[config.mk]
export PLATFORM = sky130hd
export DESIGN_NAME = sfv_sqrt_stage
export DESIGN_NICKNAME = d
export VERILOG_FILES = /design/src/hdl/sfv_pkg.sv /design/src/hdl/sfv_sqrt_stage.sv
export SDC_FILE = /design/constraint.sdc
export NUM_CORES = 1
export LEC_CHECK = 0
export ABC_AREA = 1
export ABC_CLOCK_PERIOD_IN_PS = 2580
export BUFFER_PORTS_ARGS = -buffer_cell sky130_fd_sc_hd__buf_2
export CORE_AREA = 2 2 145 112
export CTS_CLUSTER_DIAMETER = 150
export CTS_CLUSTER_SIZE = 16
export DETAILED_ROUTE_END_ITERATION = 12
export DIE_AREA = 0 0 147 114
export GPL_TIMING_DRIVEN = 0
export PLACE_DENSITY = 0.84
export SLEW_MARGIN = 20
export SYNTH_ARGS = -nofsm -noshare
export SYNTH_HDL_FRONTEND = slang
export SYNTH_SLANG_ARGS = --single-unit
[constraint.sdc]
create_clock -name aclk -period 2.58 [get_ports aclk]
set_input_delay 0.129 -clock aclk [delete_from_list [all_inputs] [get_ports aclk]]
set_output_delay 0.129 -clock aclk [all_outputs]
set_load 0.005 [all_outputs]
[src/hdl/sfv_pkg.sv]
// Package for the spring force vector unit: widths, payload types, helpers.
// Used by every module under hdl but sfv_checker; depends on nothing.
package sfv_pkg;

    localparam int DEFAULT_FRAC_BITS = 16;
    localparam int POS_W   = 32;
    localparam int REG_W   = 31;
    localparam int DIFF_W  = 33;              // magnitude of a 34-bit difference
    localparam int SUM_W   = 68;              // sum of three squares
    localparam int ROOT_W  = 34;              // floor(sqrt) of SUM_W bits
    localparam int NUM_W   = DIFF_W + REG_W + ROOT_W;   // |d|*k*|s|
    localparam int QUO_W   = 32;              // quotient incl. saturation bit
    localparam int CFG_IDX_W = 1;

    localparam logic [CFG_IDX_W-1:0] CFG_SPRING_CONSTANT = 1'b0;
    localparam logic [CFG_IDX_W-1:0] CFG_REST_LENGTH     = 1'b1;

    localparam logic [REG_W-1:0] SPRING_CONSTANT_RESET = REG_W'(65536);
    localparam logic [REG_W-1:0] REST_LENGTH_RESET     = '0;

endpackage

[src/hdl/sfv_sqrt_stage.sv]
// One restoring square root step (one result bit) as a registered stage.
// Depends on sfv_pkg; instantiated in a chain by the top level.
module sfv_sqrt_stage
    import sfv_pkg::*;
#(
    parameter int BIT_POS = 0
) (
    input  logic              aclk,
    input  logic              en,
    input  logic [SUM_W-1:0]  rem_in,
    input  logic [ROOT_W-1:0] root_in,
    output logic [SUM_W-1:0]  rem_out,
    output logic [ROOT_W-1:0] root_out
);
    // Trial value (2*root*2^b + 2^2b), remainder kept as s - root^2
    logic [SUM_W+1:0] trial;
    logic             take;

    always_comb begin
        trial = ({36'd0, root_in} << (BIT_POS + 1)) + ((SUM_W+2)'(1) << (2 * BIT_POS));
        take  = {2'b00, rem_in} >= trial;
    end

    // Advance on enable
    always_ff @(posedge aclk) begin
        if (en) begin
            rem_out  <= take ? rem_in - trial[SUM_W-1:0] : rem_in;
            root_out <= take ? root_in | (ROOT_W'(1) << BIT_POS) : root_in;
        end
    end
endmodule

Word-level counts from Yosys, hierarchy flattened:

Cells that the tools add are included.

* multiplexer cells: 1
* order comparisons: 1
* add/sub/neg operators: 2

Operators by type and width (count)
* greater-or-equal comparator 68 x 36 -> 1 bit: 1
* 2-to-1 mux 68 bit: 1
* subtractor 68 x 36 -> 68 bit: 1
* adder 35 x 1 -> 36 bit, second input constant: 1

* logic and storage cells: 7
* register bits: 102
* output and inout port bits: 102

Depth between registers and ports, before layout:

Gate-level depths: netlist (run 1).

* depth in word-level cells: 3
* mapped depth: 16

Worst setup path after synthesis (run 1):

OpenSTA, ideal clock, no wires.

* path kind: in2reg
* start point: input root_in[32]
* end point: register root_out[0], data pin
* library setup time: 0.255 ns
* data arrival time: 1.694 ns
* setup slack: 0.631 ns
* data required time: 2.325 ns
* stages on the path: 12
* path through: inv_1 > ha_1 > a21oi_1 > nor2_1 > nor2_2 > o21ai_1 > nor2_1 > nand3_4 > inv_2 > buf_6 > buf_6 > nand2_2

* cells in the longest elaborated chain, start to end: 2

Ends and longest elaborated chain
* start, declared: RTL line sfv_sqrt_stage.sv:11 `input logic [ROOT_W-1:0] root_in,`
* adder 35 x 1 -> 36 bit: RTL line sfv_sqrt_stage.sv:20 `trial = ({36'd0, root_in} << (BIT_POS + 1)) + ((SUM_W+2)'(1) << (2 * BIT_POS));`
* greater-or-equal comparator 68 x 36 -> 1 bit: RTL line sfv_sqrt_stage.sv:21 `take = {2'b00, rem_in} >= trial;`
* end signal, assigned: RTL line sfv_sqrt_stage.sv:28 `root_out <= take ? root_in | (ROOT_W'(1) << BIT_POS) : root_in;`
* end, declared: RTL line sfv_sqrt_stage.sv:13 `output logic [ROOT_W-1:0] root_out`

No other way between the ends.
A chain may end at the register's enable or synchronous reset.

Worst setup path in the final report (run 1):

* start point: input root_in[19]
* end point: register rem_out[53], data pin

* cells in the longest elaborated chain, start to end: 3
* elaborated cells between the ends (all ways): 4

Ends and longest elaborated chain
* adder 35 x 1 -> 36 bit *: RTL line sfv_sqrt_stage.sv:20
* subtractor 68 x 36 -> 68 bit or greater-or-equal comparator 68 x 36 -> 1 bit (tied branches): RTL line sfv_sqrt_stage.sv:27, sfv_sqrt_stage.sv:21
* 2-to-1 mux 68 bit *: RTL line sfv_sqrt_stage.sv:27 `rem_out <= take ? rem_in - trial[SUM_W-1:0] : rem_in;`
* end signal, assigned: RTL line sfv_sqrt_stage.sv:27
* end, declared: RTL line sfv_sqrt_stage.sv:12 `output logic [SUM_W-1:0] rem_out,`

Every way passes the cells marked *; elsewhere a longest branch is shown, timed or not.

==> results of run 1 <==
==> cell families after synthesis <==
kind of cell / Yosys count / share of synthesized area
flip-flops: 102 / 0.371
AND/OR/NAND/NOR: 699 / 0.350
buffers and inverters: 253 / 0.120
XOR/XNOR: 32 / 0.0339
adder cells (fa/ha/maj): 36 / 0.0554
AO/OA/AOI/OAI: 98 / 0.0698
==> layout make-up <==
class	count	share of cell area
Clock inverter	5	0.00574
Inverter	243	0.0893
Sequential cell	102	0.299
Multi-Input combinational cell	865	0.412
Antenna cell	1	0.000244
Clock buffer	10	0.0224
Tap cell	210	0.0257
Timing Repair Buffer	241	0.137
Buffer	10	0.00818
==> repair_timing <==
item | in CTS | in global routing
buffers inserted | 0 | 2
gates resized for setup | 0 | 6
setup endpoints to repair | 0 | 65
endpoints found under the hold margin | 33 | 0
hold buffers | 33 | 0
==> registers in the layout, indices dropped and copies added, names as in the netlist <==
register	cells
rem_out	68
root_out	34
==> critical path: stages <==
cell and delay, ns:
dlygate4sd3_1 0.52, buf_2 0.11, inv_1 0.04, ha_1 0.31, nand2_1 0.14, nor2_2 0.06
inv_2 0.06, nor2_1 0.05, nand3_1 0.10, nor2_2 0.05, nor2_2 0.16, nand3_4 0.17
inv_4 0.18, buf_6 0.16, buf_6 0.22, a21oi_2 0.07
==> per-layer routing <==
| metal | GRT usage | vias up | routed length [um] |
|---|---|---|---|
| met2 | 0.531 | 425 | 12100 |
| met5 | 0 | - | 8 |
| met1 | 0.478 | 4010 | 13100 |
| met3 | 0.0888 | 35 | 3010 |
| li1 | - | 4324 | - |
| met4 | 0.0724 | 2 | 368 |
==> cells in the mapped netlist <==
library cell | instances | area (um2)
nand2_1 | 454 | 1700
nor2_2 | 9 | 56.3
nor2_1 | 112 | 420
buf_4 | 5 | 37.5
nor2b_1 | 1 | 6.26
o21ai_0 | 7 | 35.0
a21oi_2 | 19 | 166
nand3_1 | 62 | 310
nor4_1 | 2 | 12.5
or2_1 | 1 | 6.26
a211oi_1 | 2 | 15.0
xnor2_1 | 28 | 245
and3_1 | 1 | 6.26
nand3_4 | 1 | 17.5
xor2_1 | 4 | 35.0
nor3_4 | 1 | 16.3
nor3_1 | 21 | 105
and2_1 | 2 | 12.5
nand3_2 | 1 | 10.0
ha_1 | 35 | 438
inv_1 | 229 | 860
or2_2 | 2 | 12.5
edfxtp_1 | 102 | 3060
nand4_1 | 20 | 125
nand2_2 | 5 | 31.3
buf_2 | 2 | 10.0
a21oi_1 | 34 | 170
and3b_1 | 1 | 8.76
inv_2 | 14 | 52.6
fa_1 | 1 | 20.0
buf_6 | 3 | 33.8
nand3b_1 | 2 | 15.0
o21ai_1 | 32 | 160
o21bai_1 | 4 | 30.0
nor2_4 | 1 | 11.3
==> final timing paths <==
path,startpoint,end,slack [ns],cells after the start
worst max-delay path,root_in[19],rem_out[53]$_DFFE_PP_,0.13,16
worst min-delay path,rem_in[67],rem_out[67]$_DFFE_PP_,0.06,3
==> power by group <==
part | internal [mW] | switching, mW
Clock | 0.752 | 0.644
Sequential | 2.05 | 0.0466
Combinational | 0.523 | 0.844
==> through the flow <==
stage	std cells	setup slack [ns]	hold slack, ns	instance area (um2)
floorplan	1220	0.631	0.228	8260
global placement	1635	-0.159	0.321	9550
finish	1687	0.131	0.0627	10200
global route	1687	0.00143	0.0678	10200
detailed placement	1636	-0.165	0.322	9580
CTS	1684	0.00615	0.0571	10200
==> results.cfg, run 1 <==
[outcome]
run_status = complete, no violations

[die]
start_util = 0.532
chipWidth_um = 147
core-area_um2 = 15500
die-height_um = 114
dieArea_um2 = 16800
rows = 40
pin_count = 206

[clock_network]
cts-root-buf = clkbuf_16
path_clk_slew_ns = 0.07
cts_buffers = 9
cts_max_level = 3
cts_tree = built
cts.sinks = 102
clock_path_buffers = 2

[pwr]
leakage_nw = 5.12
irDropWorstVdd_mv = 0.398
p_total_mw = 4.86
p_per_area_nw_per_um2 = 474

[setup_path]
cp_max_fo = 10
end_kind = flop
worstPathRequired_ns = 2.69
critPathLaunchType = input pin
path_class = input pin to flop
cp_data_arrival_time_ns = 2.55

[global_route]
antenna_found_initial = 2
grt_pass1_vias = 8096
grt-ovfl-total = 0
grt_pass1_wl_mm = 42.9
grt_start_max_net_pins = 53
grt.total_usage = 0.339

[sta]
tns_ns = 0
finalSetupViolations = 0
fin_crit_ns = 2.45
worst_pin_slew_ns = 0.759
max_freq_ghz = 0.408
hold_violations = 0
finalCritPeriodShare = 0.949
drv_slew = 0
relSlewSlack = 0.490
rsz0062_at_grt = false

[finish]
areaGrowthSynthToFinish_pct = 24.0
multi_input_area_um2 = 4220
final_layout_size_suffix_gt1_frac = 0.195
layout_common_cells = nand2_1, inv_1, buf_2, nor2_1, edfxtp_1
final_core_util = 0.660
fill_cells = 1390
finalNetCount = 1612
regArea_um2 = 3060
final_common_cell = nand2_1

[synthesis]
syn_inst = 1220
yosysSeqAreaShare = 0.371
ys_ff_latch = 102
avgSynthCellArea_um2 = 6.77
syn_nets = 1360
synth.distinct_cells = 35
syn_area_um2 = 8260
yosysWarnings = 0

[detailed_routing]
ant_nets = 0
wire_per_inst_um = 16.9
drc = 0
drt-total-wl_mm = 28.5
dr.pass1.iters = 5
drt-initial-drc-count = 822
vias_per_cell = 5.21
dr_total_vias = 8796

[placed_design]
gp_congestion = 1.02
io_buffers = 205
hpwl_mm = 23.1

[hold_path]
hold_path.class = input pin to flop

[flow_run]
drv_cap = 0
Power figures use the tool's default switching activity.
==> run 2, diff against run 1 <==
--- a/config.mk
+++ b/config.mk
@@ -8,13 +8,14 @@
 export ABC_AREA = 1
 export ABC_CLOCK_PERIOD_IN_PS = 2580
 export BUFFER_PORTS_ARGS = -buffer_cell sky130_fd_sc_hd__buf_2
-export CORE_AREA = 2 2 145 112
+export CORE_AREA = 2 2 152 117
 export CTS_CLUSTER_DIAMETER = 150
 export CTS_CLUSTER_SIZE = 16
 export DETAILED_ROUTE_END_ITERATION = 12
-export DIE_AREA = 0 0 147 114
+export DIE_AREA = 0 0 154 119
 export GPL_TIMING_DRIVEN = 0
-export PLACE_DENSITY = 0.84
+export PLACE_DENSITY = 0.78
+export REMOVE_ABC_BUFFERS = 1
 export SLEW_MARGIN = 20
 export SYNTH_ARGS = -nofsm -noshare
 export SYNTH_HDL_FRONTEND = slang
==> run 2 against run 1 <==
Effect of this change:
- utilization fell by 6.3 points
- non-clock buffer count fell by 10
- final cell count barely moved
- highest routed layer unchanged
- combinational power barely moved
- critical path depth fell by 5
- global-route usage fell by 4.2 points
- setup slack improved by 0.067 ns
- count of clock-buffer cells in the layout fell by 1
- total power rose by 0.30%
- critical path type unchanged
- sequential cell count did not move
- sequential share of layout area rose by 0.14 points
==> results.cfg, run 2 (synthesis gave the netlist of run 1 again) <==
[outcome]
run_status = complete, no violations

[detailed_routing]
drt-initial-drc-count = 694
wire_per_inst_um = 16.2
dr.pass1.iters = 5
dr_total_vias = 8531
vias_per_cell = 5.05
drt-total-wl_mm = 27.3
ant_nets = 0
drc = 0

[pwr]
pwr-share-clk = 0.295
seq_power_share = 0.429
combPwrFrac = 0.276
leakage_nw = 5.08
irDropWorstVdd_mv = 0.271
swShare = 0.316
p_per_area_nw_per_um2 = 478
internal_power_mw = 3.33
switching_power_mw = 1.54

[sta]
finalCritPeriodShare = 0.923
relSlewSlack = 0.686
worst_pin_slew_ns = 0.468
drv_slew = 0
hold_violations = 0
rsz0062_at_grt = false
fin_crit_ns = 2.38
max_freq_ghz = 0.420
tns_ns = 0
finalSetupViolations = 0

[setup_path]
crit_chain = buf_2, ha_1, a21oi_1, nor2_1, nor2_2, o21ai_1, nor2_1, nand3_4, inv_8, buf_16, a21oi_2
cp_max_fo = 67
cp_data_arrival_time_ns = 2.47
max_stage_delay_ns = 0.41
slowest_stage = ha_1
worstPathRequired_ns = 2.67
end_kind = flop
path_class = input pin to flop
crit_top_cell = nor2_1
critPathLaunchType = input pin

[placed_design]
dp_cells = 1637
hpwl_mm = 22.5
io_buffers = 205
gp_congestion = 0.954

[finish]
layout_common_cells = nand2_1, inv_1, buf_2, nor2_1, edfxtp_1
areaGrowthSynthToFinish_pct = 23.4
reg.largest.list = rem_out: 68 flops, root_out: 34 flops
top_register = rem_out
largest_reg_flops = 68
finalNonFillerCells = 1688
finalNetCount = 1602
final_common_cell = nand2_1
final_layout_size_suffix_gt1_frac = 0.188

[flow_run]
drv_cap = 0

[clock_network]
cts.sinks = 102
cts-root-buf = clkbuf_16
clock_path_buffers = 2
cts_buffers = 9
cts_tree = built
path_clk_slew_ns = 0.08
cts_max_level = 3

[die]
start_util = 0.484
rows = 42
dieArea_um2 = 18300
chipWidth_um = 154
die-height_um = 119
pin_count = 206
core-area_um2 = 17100

[global_route]
grt_start_max_net_pins = 68
antenna_found_initial = 2
grt_pass1_vias = 7913
grt-ovfl-total = 0
grt_pass1_wl_mm = 41.8
grt.total_usage = 0.298

[hold_path]
hold_path.class = input pin to flop
-- run 2: cell count changes in the layout (fill, tap and decap cells not counted), sizes merged --
cell,before,now
buf,217,208
clkbuf,11,9
clkinv,1,4
clkinvlp,1,0
-- run 2: power groups by stage --
stage                     logic (mW)  clock network, mW  registers, mW
after floorplan                0.692                  0           2.16
after global placement          1.26                  0           2.12
after detailed placement        1.28                  0           2.13
after CTS                       1.33               1.46           2.09
after global routing            1.48               1.53           2.10
final                           1.35               1.44           2.09
-- run 2: final timing paths --
check | startpoint | to | depth (start not counted)
worst min-delay path | rem_in[52] | rem_out[52]$_DFFE_PP_ | 3
worst max-delay path | rem_in[33] | rem_out[43]$_DFFE_PP_ | 11
-- run 2: area by class of cell --
type,instances,area (um2)
multi-input cells,865,4200
flip-flops and latches,102,3060
well taps,220,275
inverters,243,920
clock inverters,7,80.1
diodes,1,2.50
clock buffers,9,225
repair buffers,241,1430
fillers,1618,6890
-- run 2: routing by layer --
metal	part of all wire	GRT usage	up-vias
li1	-	-	4304
met1	0.47	0.422	3845
met2	0.41	0.441	353
met3	0.10	0.0979	27
met4	0.014	0.0689	2
met5	0.00048	0	-
-- run 2: critical path: cells and delay by family --
family                   cells  cell delay [ns]
AND/OR/NAND/NOR              4             0.66
adder cells (fa/ha/maj)      1             0.41
buffers and inverters        3             0.58
AO/OA/AOI/OAI                3             0.60
-- run 2: through the flow --
| step | util | power [mW] | hold WS [ns] | setup WS, ns | area (um2) |
|---|---|---|---|---|---|
| finish | 0.597 | 4.87 | 0.0518 | 0.198 | 10200 |
| floorplan | - | 2.85 | 0.228 | -0.0495 | 8180 |
| global route | 0.597 | 5.11 | 0.0651 | 0.178 | 10200 |
| CTS | 0.596 | 4.88 | 0.0502 | 0.0519 | 10200 |
| detailed placement | 0.559 | 3.41 | 0.322 | -0.388 | 9540 |
| global placement | 0.555 | 3.38 | 0.320 | -1.14 | 9480 |
-- run 2: what timing repair did --
item	4_1_cts	5_1_grt
gates resized for setup	1	1
pin swaps	0	1
buffers inserted	0	1
hold buffers	33	0
hold endpoints to repair	33	0
endpoints found under the setup margin	4	41
